`config.mk`:
```
export PLATFORM = sky130hd
export DESIGN_NAME = gemini_uri_splitter_unit
export DESIGN_NICKNAME = d
export VERILOG_FILES = /design/src/hdl/gus_pkg.sv /design/src/hdl/gus_step.sv /design/src/hdl/gemini_uri_splitter_unit.sv
export SDC_FILE = /design/constraint.sdc
export NUM_CORES = 1
export LEC_CHECK = 0
export BUFFER_PORTS_ARGS = -buffer_cell sky130_fd_sc_hd__buf_2
export CORE_UTILIZATION = 54
export DETAILED_ROUTE_END_ITERATION = 8
export PLACE_DENSITY = 0.78
export SETUP_SLACK_MARGIN = 0.02
export SYNTH_ARGS = -nofsm -noshare
export SYNTH_HDL_FRONTEND = slang
export SYNTH_HIERARCHICAL = 1
export SYNTH_SLANG_ARGS = --single-unit
export TNS_END_PERCENT = 5
```
`constraint.sdc`:
```
create_clock -name aclk -period 2.85 [get_ports aclk]
set_clock_uncertainty 0.2 [all_clocks]
set_input_delay 0.4275 -clock aclk [delete_from_list [all_inputs] [get_ports aclk]]
set_output_delay 0.4275 -clock aclk [all_outputs]
set_load 0.01 [all_outputs]
```
`src/hdl/gus_pkg.sv`:
```
// ----------------------------------------------------------------------------
// gus_pkg
// Shared codes, types and character-class helpers for the URI splitter.
// ----------------------------------------------------------------------------
`timescale 1ns / 1ps

package gus_pkg;

    localparam int PhaseW  = 3;
    localparam int CountW  = 4;
    localparam int RoleW   = 2;
    localparam int PrefixLen = 9;

    localparam logic [PhaseW-1:0] PH_PREFIX     = 3'd0;
    localparam logic [PhaseW-1:0] PH_HOST_FIRST = 3'd1;
    localparam logic [PhaseW-1:0] PH_HOST       = 3'd2;
    localparam logic [PhaseW-1:0] PH_PORT_FIRST = 3'd3;
    localparam logic [PhaseW-1:0] PH_PORT       = 3'd4;
    localparam logic [PhaseW-1:0] PH_PATH       = 3'd5;
    localparam logic [PhaseW-1:0] PH_REJECT     = 3'd6;

    localparam logic [RoleW-1:0] ROLE_SCHEME  = 2'd0;
    localparam logic [RoleW-1:0] ROLE_ADDRESS = 2'd1;
    localparam logic [RoleW-1:0] ROLE_PATH    = 2'd2;
    localparam logic [RoleW-1:0] ROLE_REJECT  = 2'd3;

    localparam logic [7:0] CH_AT    = 8'h40;  // '@'
    localparam logic [7:0] CH_COLON = 8'h3A;  // ':'
    localparam logic [7:0] CH_SLASH = 8'h2F;  // '/'
    localparam logic [7:0] CH_DOT   = 8'h2E;  // '.'
    localparam logic [7:0] CH_DASH  = 8'h2D;  // '-'

    typedef struct packed {
        logic [PhaseW-1:0] phase;
        logic [CountW-1:0] prefix_count;
    } gus_state_t;

    typedef struct packed {
        logic [RoleW-1:0] role;
        logic             done_res;
        logic             accepted;
    } gus_result_t;

    // "gemini://"
    function automatic logic [7:0] scheme_char(input logic [CountW-1:0] idx);
        logic [7:0] c;
        case (idx)
            4'd0:    c = 8'h67;  // g
            4'd1:    c = 8'h65;  // e
            4'd2:    c = 8'h6D;  // m
            4'd3:    c = 8'h69;  // i
            4'd4:    c = 8'h6E;  // n
            4'd5:    c = 8'h69;  // i
            4'd6:    c = 8'h3A;  // :
            4'd7:    c = 8'h2F;  // /
            4'd8:    c = 8'h2F;  // /
            default: c = 8'h00;
        endcase
        return c;
    endfunction

    function automatic logic is_digit(input logic [7:0] c);
        return (c >= 8'h30) && (c <= 8'h39);
    endfunction

    function automatic logic is_letter(input logic [7:0] c);
        return ((c >= 8'h61) && (c <= 8'h7A)) || ((c >= 8'h41) && (c <= 8'h5A));
    endfunction

    function automatic logic host_char_ok(input logic [7:0] c);
        return is_letter(c) || is_digit(c) || (c == CH_DOT) || (c == CH_DASH);
    endfunction

endpackage

```
`src/hdl/gus_step.sv`:
```
// ----------------------------------------------------------------------------
// gus_step
// Per-byte classifier: tags one byte and computes the next parse state.
// ----------------------------------------------------------------------------
`timescale 1ns / 1ps

module gus_step (
    input  gus_pkg::gus_state_t  cur,
    input  logic [7:0]           byte_in,
    input  logic                 is_last,
    output gus_pkg::gus_state_t  nxt,
    output gus_pkg::gus_result_t res
);
    import gus_pkg::*;

    logic [RoleW-1:0]  role;
    logic [PhaseW-1:0] phase_next;
    logic [CountW-1:0] count_next;
    logic              prefix_hit;

    // out-of-range count never matches
    assign prefix_hit = (cur.prefix_count < CountW'(PrefixLen)) &&
                        (byte_in == scheme_char(cur.prefix_count));

    always_comb begin
        role       = ROLE_REJECT;
        phase_next = PH_REJECT;
        count_next = cur.prefix_count;
        unique case (cur.phase)
            PH_PREFIX: begin
                if (prefix_hit) begin
                    role       = ROLE_SCHEME;
                    count_next = cur.prefix_count + 4'd1;
                    phase_next = (count_next >= CountW'(PrefixLen)) ? PH_HOST_FIRST
                                                                     : PH_PREFIX;
                end
            end
            PH_HOST_FIRST: begin
                if (host_char_ok(byte_in)) begin
                    role       = ROLE_ADDRESS;
                    phase_next = PH_HOST;
                end
            end
            PH_HOST: begin
                if (byte_in == CH_SLASH) begin
                    role       = ROLE_PATH;
                    phase_next = PH_PATH;
                end else if (byte_in == CH_COLON) begin
                    role       = ROLE_ADDRESS;
                    phase_next = PH_PORT_FIRST;
                end else if (byte_in != CH_AT && host_char_ok(byte_in)) begin
                    role       = ROLE_ADDRESS;
                    phase_next = PH_HOST;
                end
            end
            PH_PORT_FIRST: begin
                if (is_digit(byte_in)) begin
                    role       = ROLE_ADDRESS;
                    phase_next = PH_PORT;
                end
            end
            PH_PORT: begin
                if (byte_in == CH_SLASH) begin
                    role       = ROLE_PATH;
                    phase_next = PH_PATH;
                end else if (is_digit(byte_in)) begin
                    role       = ROLE_ADDRESS;
                    phase_next = PH_PORT;
                end
            end
            PH_PATH: begin
                role       = ROLE_PATH;
                phase_next = PH_PATH;
            end
            default: begin
                // rejected, and unused codes
            end
        endcase
    end

    always_comb begin
        res.role     = role;
        res.done_res = is_last;
        res.accepted = is_last && (phase_next == PH_HOST || phase_next == PH_PORT ||
                                   phase_next == PH_PATH);
        if (is_last) begin
            nxt.phase        = PH_PREFIX;
            nxt.prefix_count = '0;
        end else begin
            nxt.phase        = phase_next;
            nxt.prefix_count = count_next;
        end
    end

endmodule

```
`src/hdl/gemini_uri_splitter_unit.sv`:
```
// ----------------------------------------------------------------------------
// gemini_uri_splitter_unit
// Streaming gemini:// URI checker that tags each byte with its role.
// ----------------------------------------------------------------------------
// One URI byte per request on the s_ side, s_tlast on its final byte. Each
// request yields exactly one result, registered in the cycle after it is
// taken: m_tdata[1:0] is the role (scheme, address, path, rejected), m_tlast
// marks the final byte and m_tuser[0] then says whether the URI was well
// formed. A request is taken every cycle while the result register is empty
// or being drained; the only loop is the registered parse-state update, so
// throughput is one byte per clock. Tags of a rejected URI are to be dropped.
`timescale 1ns / 1ps

module gemini_uri_splitter_unit (
    input  logic       aclk,
    input  logic       aresetn,
    input  logic       s_tvalid,
    output logic       s_tready,
    input  logic [7:0] s_tdata,   // [7:0] byte_in
    input  logic       s_tlast,   // is_last
    output logic       m_tvalid,
    input  logic       m_tready,
    output logic [7:0] m_tdata,   // [1:0] role, [7:2] zero
    output logic       m_tlast,   // done_res
    output logic [0:0] m_tuser    // [0] accepted
);
    import gus_pkg::*;

    gus_state_t  state_reg, state_next;
    gus_result_t res_reg, res_next;
    logic        m_valid_reg;
    logic        s_acc;

    assign s_tready = !m_valid_reg || m_tready;
    assign s_acc    = s_tvalid && s_tready;

    gus_step u_step (
        .cur     (state_reg),
        .byte_in (s_tdata),
        .is_last (s_tlast),
        .nxt     (state_next),
        .res     (res_next)
    );

    always_ff @(posedge aclk) begin
        if (!aresetn) begin
            state_reg.phase        <= PH_PREFIX;
            state_reg.prefix_count <= '0;
            m_valid_reg            <= 1'b0;
        end else begin
            if (s_acc) begin
                state_reg   <= state_next;
                m_valid_reg <= 1'b1;
            end else if (m_tready) begin
                m_valid_reg <= 1'b0;
            end
        end
    end

    always_ff @(posedge aclk) begin
        if (s_acc) begin
            res_reg <= res_next;
        end
    end

    assign m_tvalid   = m_valid_reg;
    assign m_tdata    = {6'd0, res_reg.role};
    assign m_tlast    = res_reg.done_res;
    assign m_tuser[0] = res_reg.accepted;

    // end of URI always returns the parser to the prefix state
    assert property (@(posedge aclk) disable iff (!aresetn)
        (s_acc && s_tlast) |=> (state_reg.phase == PH_PREFIX &&
                                state_reg.prefix_count == '0))
        else $error("parser not restarted after last byte");

    assert property (@(posedge aclk) disable iff (!aresetn)
        (m_valid_reg && res_reg.accepted) |-> (res_reg.done_res &&
                                               res_reg.role != ROLE_REJECT))
        else $error("accept flagged on non-final or rejected byte");

    assert property (@(posedge aclk) disable iff (!aresetn)
        state_reg.prefix_count <= CountW'(PrefixLen))
        else $error("prefix count out of range");

    // a prefix mismatch may park the count short of full in the reject phase
    assert property (@(posedge aclk) disable iff (!aresetn)
        (state_reg.phase != PH_PREFIX && state_reg.phase != PH_REJECT) |->
        (state_reg.prefix_count == CountW'(PrefixLen)))
        else $error("left prefix phase without full prefix");

    assert property (@(posedge aclk) disable iff (!aresetn)
        (m_valid_reg && !m_tready && !s_acc) |=> m_valid_reg)
        else $error("result dropped while stalled");

endmodule
```
==> results.sh, run 1 <==
export IMPL_switching_share_pct=32.3
export IMPL_min_path_type="primary input to flop"
export IMPL_die_w_microns=51.3
export IMPL_crit_end="state_reg[2]$_SDFFE_PN0P_"
export IMPL_drive_gt1_share_pct=18.0
export IMPL_largest_reg_flops=7
export IMPL_startpoint_type="flop"
export IMPL_slew_viol_final=0
export IMPL_status="finished, final reports clean"
export IMPL_clkPwrFrac_pct=27.5
export IMPL_instances_no_fill=211
export IMPL_cts_setup_buffers=0
export IMPL_crit_fanout=11
export IMPL_cts_resized=0
export IMPL_routabilityCongestion=0.887
export IMPL_drt_first_iter_violations=30
export IMPL_grt_antenna_before_repair=0
export IMPL_clk_latency_ns=0.27
export IMPL_synth_area_sq_mm=0.00132
export IMPL_die_area_sq_mm=0.00264
export IMPL_intPower_w=0.000272
export IMPL_cts_buffers=3
export IMPL_ys_warn_count=6
export IMPL_tns_ns=0
export IMPL_combPwrFrac_pct=24.7
export IMPL_syn_inst=171
export IMPL_switching_power_w=0.000130
export IMPL_remaining_drc_errors=0
export IMPL_fill_cells=219
export IMPL_reg2reg_from="state_reg[1]$_SDFFE_PN0P_"
export IMPL_worst_slew_pin_slew_ns=0.594
export IMPL_rsz0062_at_grt="false"
export IMPL_clk_pin_slew_ns=0.08
export IMPL_cts_sink_count=12
export IMPL_io_buffer_count=18
export IMPL_wl_per_cell_microns=14.5
export IMPL_vias_per_cell=6.01
export IMPL_grt_start_max_net_pins=16
export IMPL_grt_overflow=0
export IMPL_num_vias=1268
export IMPL_diodes=0
export IMPL_finalCriticalPeriod_ns=2.63
export IMPL_track_usage_pct=25.4
export IMPL_hold_buffers=0
export IMPL_drt_wl_total_microns=3070
export IMPL_final_util_pct=61.5
export IMPL_rr_endpoint="state_reg[2]$_SDFFE_PN0P_"
export IMPL_cts_root_buf="clkbuf_4"
export IMPL_powerDensity_mw_per_mm2=289
export IMPL_finalCritPeriodShare_pct=92.5
export IMPL_setup_viol=0
export IMPL_relSlewSlack_pct=60.1
export IMPL_dr_pass1_iters=4
export IMPL_vdd_ir_drop_worst_mv=0.291
export IMPL_critPathKind="flop to flop"
export IMPL_ys_flop_type="dfxtp_1"
export IMPL_cts_tree="yes"
export IMPL_holdWs_ns=0.208
export IMPL_worstSetupStartpoint="state_reg[1]$_SDFFE_PN0P_"
export IMPL_maxCapViolations=0
export IMPL_rows=17
export IMPL_start_util_pct=58.3
export IMPL_place_hpwl_microns=2320
export IMPL_yosysSeqAreaShare_pct=21.3
export IMPL_grt_pass1_wl_microns=5040
export IMPL_worstPathArrival_ns=2.64
export IMPL_ys_ff_latch=12
export IMPL_cp_end_kind="flop"
export IMPL_r2r_cells=10
export IMPL_synth_area_per_cell_sq_um=7.69
export IMPL_ys_types=54
export IMPL_synth_edf_count=4
export IMPL_power_leakage_nw=0.524
export IMPL_dp_cells=207
export IMPL_grt_pass1_vias=1224
export IMPL_ys_async_sr_fraction_pct=0
export IMPL_coreArea_sq_mm=0.00225
export IMPL_crit_required_ns=2.86
export IMPL_multi_input_area_sq_um=900
export IMPL_finalHoldViolCount=0
export IMPL_regArea_sq_um=284
export IMPL_clockBufferDepth=2
export IMPL_max_freq_ghz=0.380
export IMPL_ff2ff_setup_slack_ns=0.22
export IMPL_io_pins=25
export IMPL_die_height_microns=51.3
export IMPL_fin_nets=201
export IMPL_ant_nets=0
export IMPL_h_tree_depth=1
export IMPL_areaGrowthSynthToFinish_pct=5.42
export IMPL_p_seq_share_pct=47.8
==> area by class of cell <==
class                      instances  area share [%]
clock buffer                       3            1.62
clock inverter                     1           0.271
inverter                           9            2.62
multi-input combinational        138            64.9
sequential                        12            20.5
tap                               28            2.53
timing repair buffer              20            7.58
==> worst max-delay path, stage by stage, from the launching register on <==
cell	delay, ns
dfxtp_4	0.40
inv_1	0.09
ha_1	0.24
nand2b_1	0.20
a2bb2oi_1	0.24
o211a_1	0.21
o21ai_1	0.10
or4_1	0.54
a21oi_1	0.16
nand2_1	0.06
mux2i_1	0.13
==> through the flow <==
stage | area, sq um | setup WS, ns | total power [W]
finish | 1390 | 0.215 | 0.000401
global route | 1390 | 0.0519 | 0.000422
CTS | 1380 | 0.0659 | 0.000403
detailed placement | 1360 | 0.0781 | 0.000294
global placement | 1360 | 0.243 | 0.000288
floorplan | 1330 | 0.392 | 0.000272
==> layer usage <==
metal	global-route usage [%]	up-vias	wire length, microns
met3	3.87	6	144
li1	-	626	-
met4	11.7	0	36
met2	45.0	34	1530
met1	29.9	602	1360
met5	0	-	0
==> power groups by stage <==
stage          combinational (W)  sequential [W]  clock, W
3_3_place_gp           0.0000927        0.000196         0
4_1_cts                0.0000974        0.000193  0.000112
5_1_grt                 0.000109        0.000193  0.000120
2_1_floorplan          0.0000791        0.000193         0
3_5_place_dp           0.0000969        0.000197         0
6_report               0.0000991        0.000192  0.000110
==> cell usage in the layout, fill, tap and decap left out, types with 4 or more instances in the layout <==
| cell type | instances |
|---|---|
| nand3_1 | 6 |
| nor2b_1 | 5 |
| inv_1 | 8 |
| a21oi_1 | 8 |
| dfxtp_1 | 7 |
| ha_1 | 4 |
| nor2_1 | 11 |
| nor3_1 | 4 |
| mux2i_1 | 9 |
| edfxtp_1 | 4 |
| buf_2 | 18 |
| nand2_1 | 23 |
| conb_1 | 6 |
| o21ai_0 | 5 |
| nand2b_1 | 10 |
==> worst min-delay path by stage <==
stage	endpoint	from	slack [ns]	cells after the start
2_1_floorplan	state_reg[4]$_SDFFE_PN0P_	state_reg[4]$_SDFFE_PN0P_	0.23	2
3_3_place_gp	m_tvalid$_SDFFE_PN0P_	m_tvalid$_SDFFE_PN0P_	0.30	2
3_5_place_dp	m_tvalid$_SDFFE_PN0P_	m_tvalid$_SDFFE_PN0P_	0.33	2
4_1_cts	m_tvalid$_SDFFE_PN0P_	s_tvalid	0.20	3
5_1_grt	m_tvalid$_SDFFE_PN0P_	s_tvalid	0.22	3
6_report	m_tvalid$_SDFFE_PN0P_	s_tvalid	0.21	3
==> synthesized netlist by cell type, drive strengths merged, types with 3 or more instances <==
library cell	count	share of area, %
mux2i	9	6.9
clkbuf	3	0.86
o21ai	8	3.3
a31oi	3	1.4
dfxtp	8	12
buf	14	8.1
nor2b	5	2.4
o31ai	3	1.7
edfxtp	4	9.1
nor2	11	3.1
nand2b	11	5.8
nand3	6	2.3
nand2	23	6.6
inv	9	2.8
a211oi	3	1.7
nor3	5	2.3
ha	4	3.8
a21oi	8	3.0
==> kinds of logic (layout without fill, tap and decap cells) <==
group	Yosys count	in the layout	share of synthesized area [%]
buffers and inverters	26	33	11.7
and+or+nand+nor	72	72	28.7
adders and majority gates	4	4	3.81
DFF	12	12	21.3
xor gates and xnor gates	3	3	2.00
AOI/OAI and AO/OA	43	43	24.5
other	1	6	0.285
muxes	10	10	7.71
(Power assumes the default switching activity.)
==> run 2, diff against run 1 <==
--- a/config.mk
+++ b/config.mk
@@ -8,8 +8,9 @@
 export BUFFER_PORTS_ARGS = -buffer_cell sky130_fd_sc_hd__buf_2
 export CORE_UTILIZATION = 54
 export DETAILED_ROUTE_END_ITERATION = 8
-export PLACE_DENSITY = 0.78
+export PLACE_DENSITY_LB_ADDON = 0.12
 export SETUP_SLACK_MARGIN = 0.02
+export SKIP_CTS_REPAIR_TIMING = 1
 export SYNTH_ARGS = -nofsm -noshare
 export SYNTH_HDL_FRONTEND = slang
 export SYNTH_HIERARCHICAL = 1
==> results.sh, run 2 (synthesis results as in run 1) <==
export IMPL_status="finished, final reports clean"
export IMPL_vias_per_cell=5.76
export IMPL_cts_tree="yes"
export IMPL_clkPwrFrac_pct=26.9
export IMPL_cts_buffers=3
export IMPL_h_tree_depth=1
export IMPL_die_height_microns=51.3
export IMPL_clk_latency_ns=0.27
export IMPL_remaining_drc_errors=0
export IMPL_p_seq_share_pct=48.4
export IMPL_rows=17
export IMPL_io_pins=25
export IMPL_drive_gt1_share_pct=17.9
export IMPL_grt_overflow=0
export IMPL_crit_required_ns=2.81
export IMPL_powerDensity_mw_per_mm2=285
export IMPL_drt_first_iter_violations=58
export IMPL_finalCriticalPeriod_ns=2.63
export IMPL_diodes=0
export IMPL_cp_end_kind="flop"
export IMPL_finalHoldViolCount=0
export IMPL_io_buffer_count=18
export IMPL_crit_fanout=5
export IMPL_grt_pass1_vias=991
export IMPL_switching_share_pct=30.8
export IMPL_place_hpwl_microns=2080
export IMPL_rsz0062_at_grt="false"
export IMPL_r2r_cells=10
export IMPL_combPwrFrac_pct=24.8
export IMPL_intPower_w=0.000275
export IMPL_grt_pass1_wl_microns=4370
export IMPL_startpoint_type="flop"
export IMPL_routabilityCongestion=0.899
export IMPL_stdcell_area_sq_mm=0.00139
export IMPL_cts_sink_count=12
export IMPL_largest_reg_flops=7
export IMPL_coreArea_sq_mm=0.00225
export IMPL_dpl_cell_area_sq_mm=0.00136
export IMPL_final_common_cell="nand2_1"
export IMPL_fin_nets=202
export IMPL_clockBufferDepth=2
export IMPL_instances_no_fill=212
export IMPL_maxCapViolations=0
export IMPL_ant_nets=0
export IMPL_worstPathArrival_ns=2.59
export IMPL_wl_per_cell_microns=12.9
export IMPL_setup_viol=0
export IMPL_drt_wl_total_microns=2730
export IMPL_slew_viol_final=0
export IMPL_tns_ns=0
export IMPL_ff2ff_setup_slack_ns=0.22
export IMPL_start_util_pct=58.3
export IMPL_die_w_microns=51.3
export IMPL_finalCritPeriodShare_pct=92.2
export IMPL_grt_antenna_before_repair=0
export IMPL_num_vias=1222
export IMPL_critPathKind="flop to flop"
export IMPL_cts_root_buf="clkbuf_4"
export IMPL_power_leakage_nw=0.529
export IMPL_dp_cells=208
export IMPL_areaGrowthSynthToFinish_pct=5.71
export IMPL_final_cell_mix="nand2_1, buf_2, nor2_1"
export IMPL_track_usage_pct=21.7
export IMPL_min_path_type="primary input to flop"
export IMPL_max_freq_ghz=0.380
export IMPL_hold_path_depth=3
export IMPL_vdd_ir_drop_worst_mv=0.374
export IMPL_switching_power_w=0.000122
export IMPL_grt_start_max_net_pins=16
export IMPL_dr_pass1_iters=4
export IMPL_clk_pin_slew_ns=0.07
export IMPL_die_area_sq_mm=0.00264
-- run 2: power by group through the flow --
stage | clock network, W | registers, W | logic (W)
final | 0.000107 | 0.000192 | 0.0000982
after global routing | 0.000117 | 0.000193 | 0.000108
after CTS | 0.000113 | 0.000192 | 0.0000971
after detailed placement | 0 | 0.000196 | 0.0000968
after global placement | 0 | 0.000196 | 0.0000957
after floorplan | 0 | 0.000193 | 0.0000791
-- run 2: worst max-delay path, cell delays in order, from the launching register on --
cell and delay, ns:
dfxtp_1 0.34, inv_1 0.10, ha_1 0.28, nand2b_1 0.20
a31oi_1 0.26, xor2_1 0.20, and3_1 0.23, nand3_1 0.21
mux2_1 0.37, nand2_1 0.06, mux2i_1 0.06
-- run 2: layout make-up --
| cell class | instances | area, sq um |
|---|---|---|
| flip-flops and latches | 12 | 280 |
| clock buffers | 3 | 22.5 |
| fillers | 212 | 865 |
| inverters | 9 | 36.3 |
| multi-input cells | 138 | 900 |
| repair buffers | 21 | 113 |
| well taps | 28 | 35.0 |
| clock inverters | 1 | 3.75 |
-- run 2: worst paths after layout --
path	to	from
worst max register to register	state_reg[0]$_SDFFE_PN0P_	state_reg[0]$_SDFFE_PN0P_
worst min-delay path	m_tvalid$_SDFFE_PN0P_	s_tvalid
worst max-delay path	state_reg[0]$_SDFFE_PN0P_	state_reg[0]$_SDFFE_PN0P_
worst min register to register	m_tvalid$_SDFFE_PN0P_	m_tvalid$_SDFFE_PN0P_
-- run 2: metrics by stage --
step / worst slack, ns / hold slack (ns) / utilization (%) / total power (W)
floorplan: 0.392 / 0.234 / - / 0.000272
global placement: 0.322 / 0.303 / 60.5 / 0.000291
detailed placement: 0.269 / 0.319 / 60.5 / 0.000293
CTS: 0.224 / 0.192 / 61.7 / 0.000402
global route: 0.0762 / 0.207 / 61.7 / 0.000418
finish: 0.221 / 0.206 / 61.7 / 0.000397
-- run 2: metal layers --
metal	wire length (microns)	GRT usage [%]	part of all wire, %
met5	0	0	0
met4	26	9.46	0.95
met3	118	0.893	4.3
met2	1210	35.3	45
met1	1370	29.8	50
